**src/sacc_pkg.sv**
```systemverilog
// Shared types and codes for the short-key associative cache.
package sacc_pkg;

  localparam int unsigned LEN_W    = 4;
  localparam int unsigned RAW_W    = 64;
  localparam int unsigned VALUE_W  = 32;
  localparam int unsigned SLOT_W   = 3;

  typedef enum logic [1:0] {
    ST_HIT      = 2'd0,
    ST_MISS     = 2'd1,
    ST_INSERTED = 2'd2,
    ST_REJECTED = 2'd3
  } sacc_status_t;

  typedef enum logic {
    OP_LOOKUP = 1'b0,
    OP_INSERT = 1'b1
  } sacc_op_t;

  typedef enum logic {
    FSM_IDLE = 1'b0,
    FSM_SCAN = 1'b1
  } sacc_state_t;

endpackage

```
**src/sacc_ram.sv**
```systemverilog
// Generic single-write, single-read RAM with registered read data.
module sacc_ram #(
  parameter int unsigned WIDTH = 96,
  parameter int unsigned DEPTH = 8
) (
  input  logic                     clk,
  input  logic                     we,
  input  logic [$clog2(DEPTH)-1:0] waddr,
  input  logic [WIDTH-1:0]         wdata,
  input  logic [$clog2(DEPTH)-1:0] raddr,
  output logic [WIDTH-1:0]         rdata
);

  logic [WIDTH-1:0] mem [DEPTH];

  always_ff @(posedge clk) begin
    if (we) begin
      mem[waddr] <= wdata;
    end
    rdata <= mem[raddr];
  end

endmodule

```
**src/short_key_associative_cache_core.sv**
```systemverilog
// Top level of the short-key associative cache: control, slot picking and scan.
//
// Usage:
//   Drive in_* and raise start; the item transfers at a clock edge where start
//   is high and busy is low. Each item yields exactly one result, shown on
//   out_* for one cycle with out_valid high; the receiver cannot stall it.
//   Inserts, rejected key lengths and lookups into an empty cache answer in the
//   cycle after the transfer and leave busy low, so such items may follow
//   back to back. A lookup walks the slot RAM one slot per cycle, starting at
//   slot 0 and comparing each slot's registered read data: it holds busy high
//   and answers on the first matching slot, or after the last slot on a miss.
//   The single read port of the slot RAM sets that pace. Keys and values live
//   in the RAM, used bits, age bits and the start slot in flops.
//   Reset (rst_n low, synchronous) empties all slots and clears the age bits
//   and the start slot; the RAM itself is not cleared.
module short_key_associative_cache_core
  import sacc_pkg::*;
#(
  parameter int unsigned SLOT_COUNT    = 8,
  parameter int unsigned KEY_BYTES_MAX = 8
) (
  input  logic               clk,
  input  logic               rst_n,
  input  logic               start,
  output logic               busy,
  input  logic               in_operation,
  input  logic [LEN_W-1:0]   in_key_length,
  input  logic [RAW_W-1:0]   in_key_bytes,
  input  logic [VALUE_W-1:0] in_insert_value,
  output logic               out_valid,
  output logic [1:0]         out_status,
  output logic [VALUE_W-1:0] out_found_value,
  output logic [SLOT_W-1:0]  out_slot_index
);

  localparam int unsigned IDX_W  = $clog2(SLOT_COUNT);
  localparam int unsigned KEY_W  = 8 * KEY_BYTES_MAX;
  localparam int unsigned DATA_W = KEY_W + VALUE_W;
  localparam logic [IDX_W-1:0] LAST_IDX = IDX_W'(SLOT_COUNT - 1);

  sacc_state_t             state_r, state_nxt;
  logic [SLOT_COUNT-1:0]   used_r, used_nxt;
  logic [SLOT_COUNT-1:0]   age_r, age_nxt;
  logic [IDX_W-1:0]        start_r, start_nxt;
  logic [IDX_W-1:0]        idx_r, idx_nxt;
  logic [IDX_W-1:0]        chk_idx_r, chk_idx_nxt;
  logic                    chk_vld_r, chk_vld_nxt;
  logic [KEY_W-1:0]        key_r, key_nxt;
  logic                    out_valid_r, out_valid_nxt;
  sacc_status_t            out_status_r, out_status_nxt;
  logic [VALUE_W-1:0]      out_value_r, out_value_nxt;
  logic [SLOT_W-1:0]       out_slot_r, out_slot_nxt;

  logic                    accept;
  logic                    len_ok;
  logic [KEY_W-1:0]        key_pack;
  logic [IDX_W-1:0]        low_empty;
  logic [IDX_W-1:0]        high_fresh;
  logic [IDX_W-1:0]        ins_pick;
  logic [IDX_W-1:0]        ram_raddr;
  logic                    ram_we;
  logic [DATA_W-1:0]       ram_rdata;
  logic [KEY_W-1:0]        rd_key;
  logic [VALUE_W-1:0]      rd_val;
  logic                    hit_now;
  logic                    last_chk;

  assign accept = start && !busy;
  assign len_ok = (in_key_length != '0) && (in_key_length <= LEN_W'(KEY_BYTES_MAX));

  always_comb begin
    for (int b = 0; b < KEY_BYTES_MAX; b++) begin
      key_pack[8*b +: 8] = (LEN_W'(b) < in_key_length) ? in_key_bytes[8*b +: 8] : 8'd0;
    end
  end

  always_comb begin
    low_empty  = '0;
    high_fresh = '0;
    for (int i = SLOT_COUNT - 1; i >= 0; i--) begin
      if (!used_r[i]) begin
        low_empty = IDX_W'(i);
      end
    end
    for (int i = 0; i < SLOT_COUNT; i++) begin
      if (!age_r[i]) begin
        high_fresh = IDX_W'(i);
      end
    end
    if (!(&used_r)) begin
      ins_pick = low_empty;
    end else if (!(&age_r)) begin
      ins_pick = high_fresh;
    end else if (start_r == LAST_IDX) begin
      ins_pick = '0;
    end else begin
      ins_pick = start_r + 1'b1;
    end
  end

  sacc_ram #(
    .WIDTH(DATA_W),
    .DEPTH(SLOT_COUNT)
  ) u_slot_ram (
    .clk   (clk),
    .we    (ram_we),
    .waddr (ins_pick),
    .wdata ({in_insert_value, key_pack}),
    .raddr (ram_raddr),
    .rdata (ram_rdata)
  );

  assign rd_key   = ram_rdata[KEY_W-1:0];
  assign rd_val   = ram_rdata[DATA_W-1:KEY_W];
  assign hit_now  = chk_vld_r && used_r[chk_idx_r] && (rd_key == key_r);
  assign last_chk = chk_vld_r && (chk_idx_r == LAST_IDX);

  always_comb begin
    state_nxt = state_r;
    unique case (state_r)
      FSM_IDLE: begin
        if (accept && len_ok && (in_operation == OP_LOOKUP) && (used_r != '0)) begin
          state_nxt = FSM_SCAN;
        end
      end
      FSM_SCAN: begin
        if (hit_now || last_chk) begin
          state_nxt = FSM_IDLE;
        end
      end
      default: state_nxt = FSM_IDLE;
    endcase
  end

  always_comb begin
    busy      = 1'b0;
    ram_we    = 1'b0;
    ram_raddr = idx_r;
    unique case (state_r)
      FSM_IDLE: begin
        ram_we = start && len_ok && (in_operation == OP_INSERT);
      end
      FSM_SCAN: begin
        busy = 1'b1;
      end
      default: busy = 1'b0;
    endcase
  end

  always_comb begin
    used_nxt       = used_r;
    age_nxt        = age_r;
    start_nxt      = start_r;
    idx_nxt        = idx_r;
    chk_idx_nxt    = chk_idx_r;
    chk_vld_nxt    = chk_vld_r;
    key_nxt        = key_r;
    out_valid_nxt  = 1'b0;
    out_status_nxt = out_status_r;
    out_value_nxt  = out_value_r;
    out_slot_nxt   = out_slot_r;
    if (accept) begin
      if (!len_ok) begin
        out_valid_nxt  = 1'b1;
        out_status_nxt = ST_REJECTED;
        out_value_nxt  = '0;
        out_slot_nxt   = '0;
      end else if (in_operation == OP_INSERT) begin
        used_nxt       = used_r | (SLOT_COUNT'(1) << ins_pick);
        age_nxt        = (SLOT_COUNT'(1) << start_r) | (SLOT_COUNT'(1) << ins_pick);
        start_nxt      = ins_pick;
        out_valid_nxt  = 1'b1;
        out_status_nxt = ST_INSERTED;
        out_value_nxt  = '0;
        out_slot_nxt   = SLOT_W'(ins_pick);
      end else if (used_r == '0) begin
        out_valid_nxt  = 1'b1;
        out_status_nxt = ST_MISS;
        out_value_nxt  = '0;
        out_slot_nxt   = '0;
      end else begin
        key_nxt     = key_pack;
        idx_nxt     = '0;
        chk_vld_nxt = 1'b0;
      end
    end
    if (state_r == FSM_SCAN) begin
      chk_vld_nxt = 1'b1;
      chk_idx_nxt = idx_r;
      if (idx_r != LAST_IDX) begin
        idx_nxt = idx_r + 1'b1;
      end
      if (hit_now) begin
        age_nxt        = age_r | (SLOT_COUNT'(1) << chk_idx_r);
        start_nxt      = chk_idx_r;
        out_valid_nxt  = 1'b1;
        out_status_nxt = ST_HIT;
        out_value_nxt  = rd_val;
        out_slot_nxt   = SLOT_W'(chk_idx_r);
      end else if (last_chk) begin
        out_valid_nxt  = 1'b1;
        out_status_nxt = ST_MISS;
        out_value_nxt  = '0;
        out_slot_nxt   = '0;
      end
    end
  end

  always_ff @(posedge clk) begin
    if (!rst_n) begin
      state_r     <= FSM_IDLE;
      used_r      <= '0;
      age_r       <= '0;
      start_r     <= '0;
      idx_r       <= '0;
      chk_idx_r   <= '0;
      chk_vld_r   <= 1'b0;
      out_valid_r <= 1'b0;
    end else begin
      state_r     <= state_nxt;
      used_r      <= used_nxt;
      age_r       <= age_nxt;
      start_r     <= start_nxt;
      idx_r       <= idx_nxt;
      chk_idx_r   <= chk_idx_nxt;
      chk_vld_r   <= chk_vld_nxt;
      out_valid_r <= out_valid_nxt;
    end
  end

  always_ff @(posedge clk) begin
    key_r        <= key_nxt;
    out_status_r <= out_status_nxt;
    out_value_r  <= out_value_nxt;
    out_slot_r   <= out_slot_nxt;
  end

  assign out_valid       = out_valid_r;
  assign out_status      = out_status_r;
  assign out_found_value = out_value_r;
  assign out_slot_index  = out_slot_r;

`ifndef SYNTHESIS
  assert property (@(posedge clk) disable iff (!rst_n)
    (out_valid && (out_status == ST_HIT)) |->
      (used_r[out_slot_index[IDX_W-1:0]] && age_r[out_slot_index[IDX_W-1:0]]))
    else $error("hit reported on a slot that is not used and aged");

  assert property (@(posedge clk) disable iff (!rst_n)
    (out_valid && (out_status == ST_INSERTED)) |->
      (($countones(age_r) <= 2) && used_r[out_slot_index[IDX_W-1:0]]
       && (start_r == out_slot_index[IDX_W-1:0])))
    else $error("insert left inconsistent age, used or start state");

  assert property (@(posedge clk) disable iff (!rst_n)
    ram_we |-> (state_r == FSM_IDLE))
    else $error("slot RAM written during a scan");

  assert property (@(posedge clk) disable iff (!rst_n)
    (start && !busy) |=> (busy || out_valid))
    else $error("transfer produced neither a scan nor a result");

  assert property (@(posedge clk) disable iff (!rst_n)
    (busy && out_valid) |-> $past(start && !busy))
    else $error("result shown during a scan without a preceding transfer");
`endif

endmodule
```
**config.mk**
```make
export PLATFORM = sky130hd
export DESIGN_NAME = short_key_associative_cache_core
export DESIGN_NICKNAME = d
export VERILOG_FILES = /design/src/sacc_pkg.sv /design/src/sacc_ram.sv /design/src/short_key_associative_cache_core.sv
export SDC_FILE = /design/constraint.sdc
export NUM_CORES = 1
export LEC_CHECK = 0
export BUFFER_PORTS_ARGS = -buffer_cell sky130_fd_sc_hd__buf_2
export CORE_UTILIZATION = 60
export DETAILED_ROUTE_END_ITERATION = 7
export MAX_ROUTING_LAYER = met4
export PLACE_DENSITY = 0.88
export SLEW_MARGIN = 40
export SYNTH_ARGS = -nofsm -noshare
export SYNTH_HDL_FRONTEND = slang
export SYNTH_SLANG_ARGS = --single-unit
```
**constraint.sdc**
```tcl
create_clock -name clk -period 34.5 [get_ports clk]
set_clock_uncertainty 0.15 [all_clocks]
set_input_delay 8.625 -clock clk [delete_from_list [all_inputs] [get_ports clk]]
set_output_delay 8.625 -clock clk [all_outputs]
set_load 0.01 [all_outputs]
```
==> results.sh <==
export IMPL_die_w_um=251.0
export IMPL_layout_min_cycle_time_ps=12240
export IMPL_crit_start="in_key_length[3]"
export IMPL_fmax_mhz=81.68
export IMPL_drt_iter0_drc=2431
export IMPL_netlist_instances=1814
export IMPL_synth_cell_area_mm2=0.03719
export IMPL_synth_top_family_by_area="multiplexers"
export IMPL_finalCritPeriodShare=0.3549
export IMPL_portBuffers=142
export IMPL_r2r_start="start_r[2]"
export IMPL_synth_most_common_cell="edfxtp_1"
export IMPL_dp_hpwl_um=48240
export IMPL_path_buf_inv=4
export IMPL_final_antenna_net_count=0
export IMPL_slew_headroom=0.3892
export IMPL_rows=90
export IMPL_htree_levels=3
export IMPL_postCtsHoldBufs=0
export IMPL_grtUsageTotal=0.3032
export IMPL_cts_tree="yes"
export IMPL_dr_pass1_iters=8
export IMPL_worst_pin_slew_ps=907.8
export IMPL_syn_nets=1926
export IMPL_ios=143
export IMPL_crit_fanout=48
export IMPL_final_util=0.6958
export IMPL_worstSkewPairLatency_ps=640
export IMPL_hp_class="reg -> reg"
export IMPL_r2r_cells=10
export IMPL_cts_root_buf="clkbuf_16"
export IMPL_yosys_area_share_simple=0.03933
export IMPL_via_count=19741
export IMPL_die_area_mm2=0.06299
export IMPL_startpoint_type="input pin"
export IMPL_yosysWarnings=0
export IMPL_synth_xor_area_frac=0.01201
export IMPL_route_detailed_wl_per_inst_um=31.66
export IMPL_rrSetupSlack_ps=30030
export IMPL_grt_ovfl_total=0
export IMPL_clockBufferDepth=3
export IMPL_yosysUniqueCellTypes=55
export IMPL_leakage_nw=13.96
export IMPL_async_reset_ff_frac=0
export IMPL_clkSlewWorstSetupHoldPaths_ps=60
export IMPL_synth_top_area_cell="edfxtp_1"
export IMPL_post_cts_buffers=0
export IMPL_pre_cts_ws_ps=21820
export IMPL_drc_errors=0
export IMPL_cp_depth=10
export IMPL_synth_adder_area_share=0.002691
export IMPL_synth_seq_cells=993
export IMPL_fin_tns_setup_ps=0
export IMPL_finalWorstSetupSlack_ps=22260
export IMPL_worstPathArrival_ps=12640
export IMPL_cap_violations=0
export IMPL_cts_buffers=92
export IMPL_synth_edf_count=832
export IMPL_antenna_found_initial=6
export IMPL_synthMuxAreaShare=0.1606
export IMPL_final_nets=2130
export IMPL_synth_top_cell_area_share=0.6717
export IMPL_synth_top_flop_cell="edfxtp_1"
export IMPL_area_growth_pct=13.77
export IMPL_critPathCaptureType="register"
export IMPL_power_density_mw_per_mm2=57.82
export IMPL_core_mm2=0.06081
export IMPL_slowest_delay_ps=770
export IMPL_drive_above_1_share=0.3214
export IMPL_report_final_setup_viol=0
export IMPL_crit_chain="buf_2 -> or4_1 -> buf_4 -> and4_1 -> o21ai_0 -> a211oi_4 -> buf_4 -> buf_4 -> nor2_1 -> nor2_1"
export IMPL_synth_compound_area_share=0.01581
export IMPL_finalHoldViolations=0
export IMPL_slew_viol_final=0
export IMPL_fp_dieH_um=251.0
export IMPL_wl_um=91310
export IMPL_crit_slowest_cell="buf_4"
export IMPL_synth_area_leaders="edfxtp_1 67%, mux4_2 12%, dfxtp_1 8.7%"
export IMPL_yosysSeqAreaShare=0.7584
export IMPL_cp_common_cell="buf_4"
export IMPL_synth_avg_cell_area_um2=20.50
export IMPL_critPathKind="in -> reg"
export IMPL_grt_max_degree=81
export IMPL_crit_end="used_r[1]"
export IMPL_rsz0062_at_grt="false"
export IMPL_critical_path_required_ps=34900
export IMPL_grt_pass1_vias=20199
export IMPL_viasPerCell=6.845
export IMPL_r2r_end="used_r[1]"
export IMPL_cts_resized_gates=0
export IMPL_gp_congestion=0.8975
export IMPL_grt_pass1_wl_um=134400
export IMPL_ys_top_cells_by_count="832 x edfxtp_1, 192 x mux4_2, 161 x dfxtp_1"
export IMPL_peakVddDrop_uv=56.03
export IMPL_status="completed"
export IMPL_initial_core_util=0.6116
export IMPL_critPathTopFamily="buffers and inverters"
export IMPL_cts_sinks=993
==> metal layers <==
layer	up-vias	global-route usage	share of wire
li1	7760	-	-
met1	10091	0.3867	0.36
met2	1587	0.4876	0.50
met3	303	0.05011	0.097
met4	0	0.1319	0.046
met5	-	-	0
==> cell type report <==
| class | count | area [um^2] |
|---|---|---|
| multi-input cells | 725 | 8670 |
| clock inverters | 48 | 556.8 |
| clock buffers | 125 | 2590 |
| repair buffers | 185 | 1209 |
| well taps | 782 | 978.4 |
| inverters | 21 | 78.83 |
| diodes | 5 | 12.51 |
| flip-flops and latches | 993 | 28220 |
| fillers | 3267 | 18500 |
==> flip-flops by register name (all words and copies together), names as in the netlist, 8 cells and up <==
name,cells
age_r,8
key_r,64
out_found_value,32
u_slot_ram.mem,768
u_slot_ram.rdata,96
used_r,8
==> logic make-up after synthesis <==
logic type,count (synthesis)
simple gates,255
flops,993
compound gates,83
buf+inv,96
xor+xnor,51
mux,328
fa+ha+maj,8
==> report_power, final <==
group | internal (mW) | switching (mW) | total [mW]
combinational | 0.0243 | 0.0445 | 0.0687
clock | 0.612 | 0.446 | 1.06
sequential | 1.31 | 0.00652 | 1.32
==> worst reg2reg max path, stage by stage (launching register included) <==
cell       delay (ps)
dfxtp_1           440
inv_1             140
ha_1              300
inv_1              50
a2111oi_1         550
o21ai_0           420
a211oi_4          520
buf_4             650
buf_4             780
nor2_1            180
nor2_1            210
==> cell usage in the layout (no fill, tap or decap), types with 22 or more instances in the layout <==
| cell | instances |
|---|---|
| clkbuf_16 | 95 |
| dfxtp_1 | 158 |
| nand2b_1 | 24 |
| mux2_2 | 103 |
| nand2_1 | 27 |
| nor2b_1 | 34 |
| mux2_4 | 25 |
| and2_1 | 35 |
| clkinv_2 | 22 |
| nand4_1 | 31 |
| and3_1 | 38 |
| mux4_2 | 192 |
| edfxtp_1 | 832 |
| buf_2 | 143 |
| buf_4 | 26 |
| xnor2_1 | 50 |
| nor2_1 | 22 |
==> per-stage QoR <==
stage               cells  hold WS [ps]  total power, mW  area (um^2)
finish               2884         304.2            2.446        42310
global route         2884         311.1            2.497        42310
CTS                  2877         300.9            2.451        42230
detailed placement   2704         293.4            1.409        39090
global placement     2692         291.7            1.403        38860
floorplan            1814         283.9            1.378        37190
==> how the worst min path moves through the flow <==
stage,start,end,cells past startpoint
2_1_floorplan,u_slot_ram.rdata[64],out_found_value[0],1
3_3_place_gp,u_slot_ram.rdata[68],out_found_value[4],1
3_5_place_dp,u_slot_ram.rdata[93],out_found_value[29],1
4_1_cts,u_slot_ram.rdata[92],out_found_value[28],1
5_1_grt,u_slot_ram.rdata[91],out_found_value[27],1
6_report,u_slot_ram.rdata[92],out_found_value[28],1
Note: power is estimated with default switching activity, not from simulation.
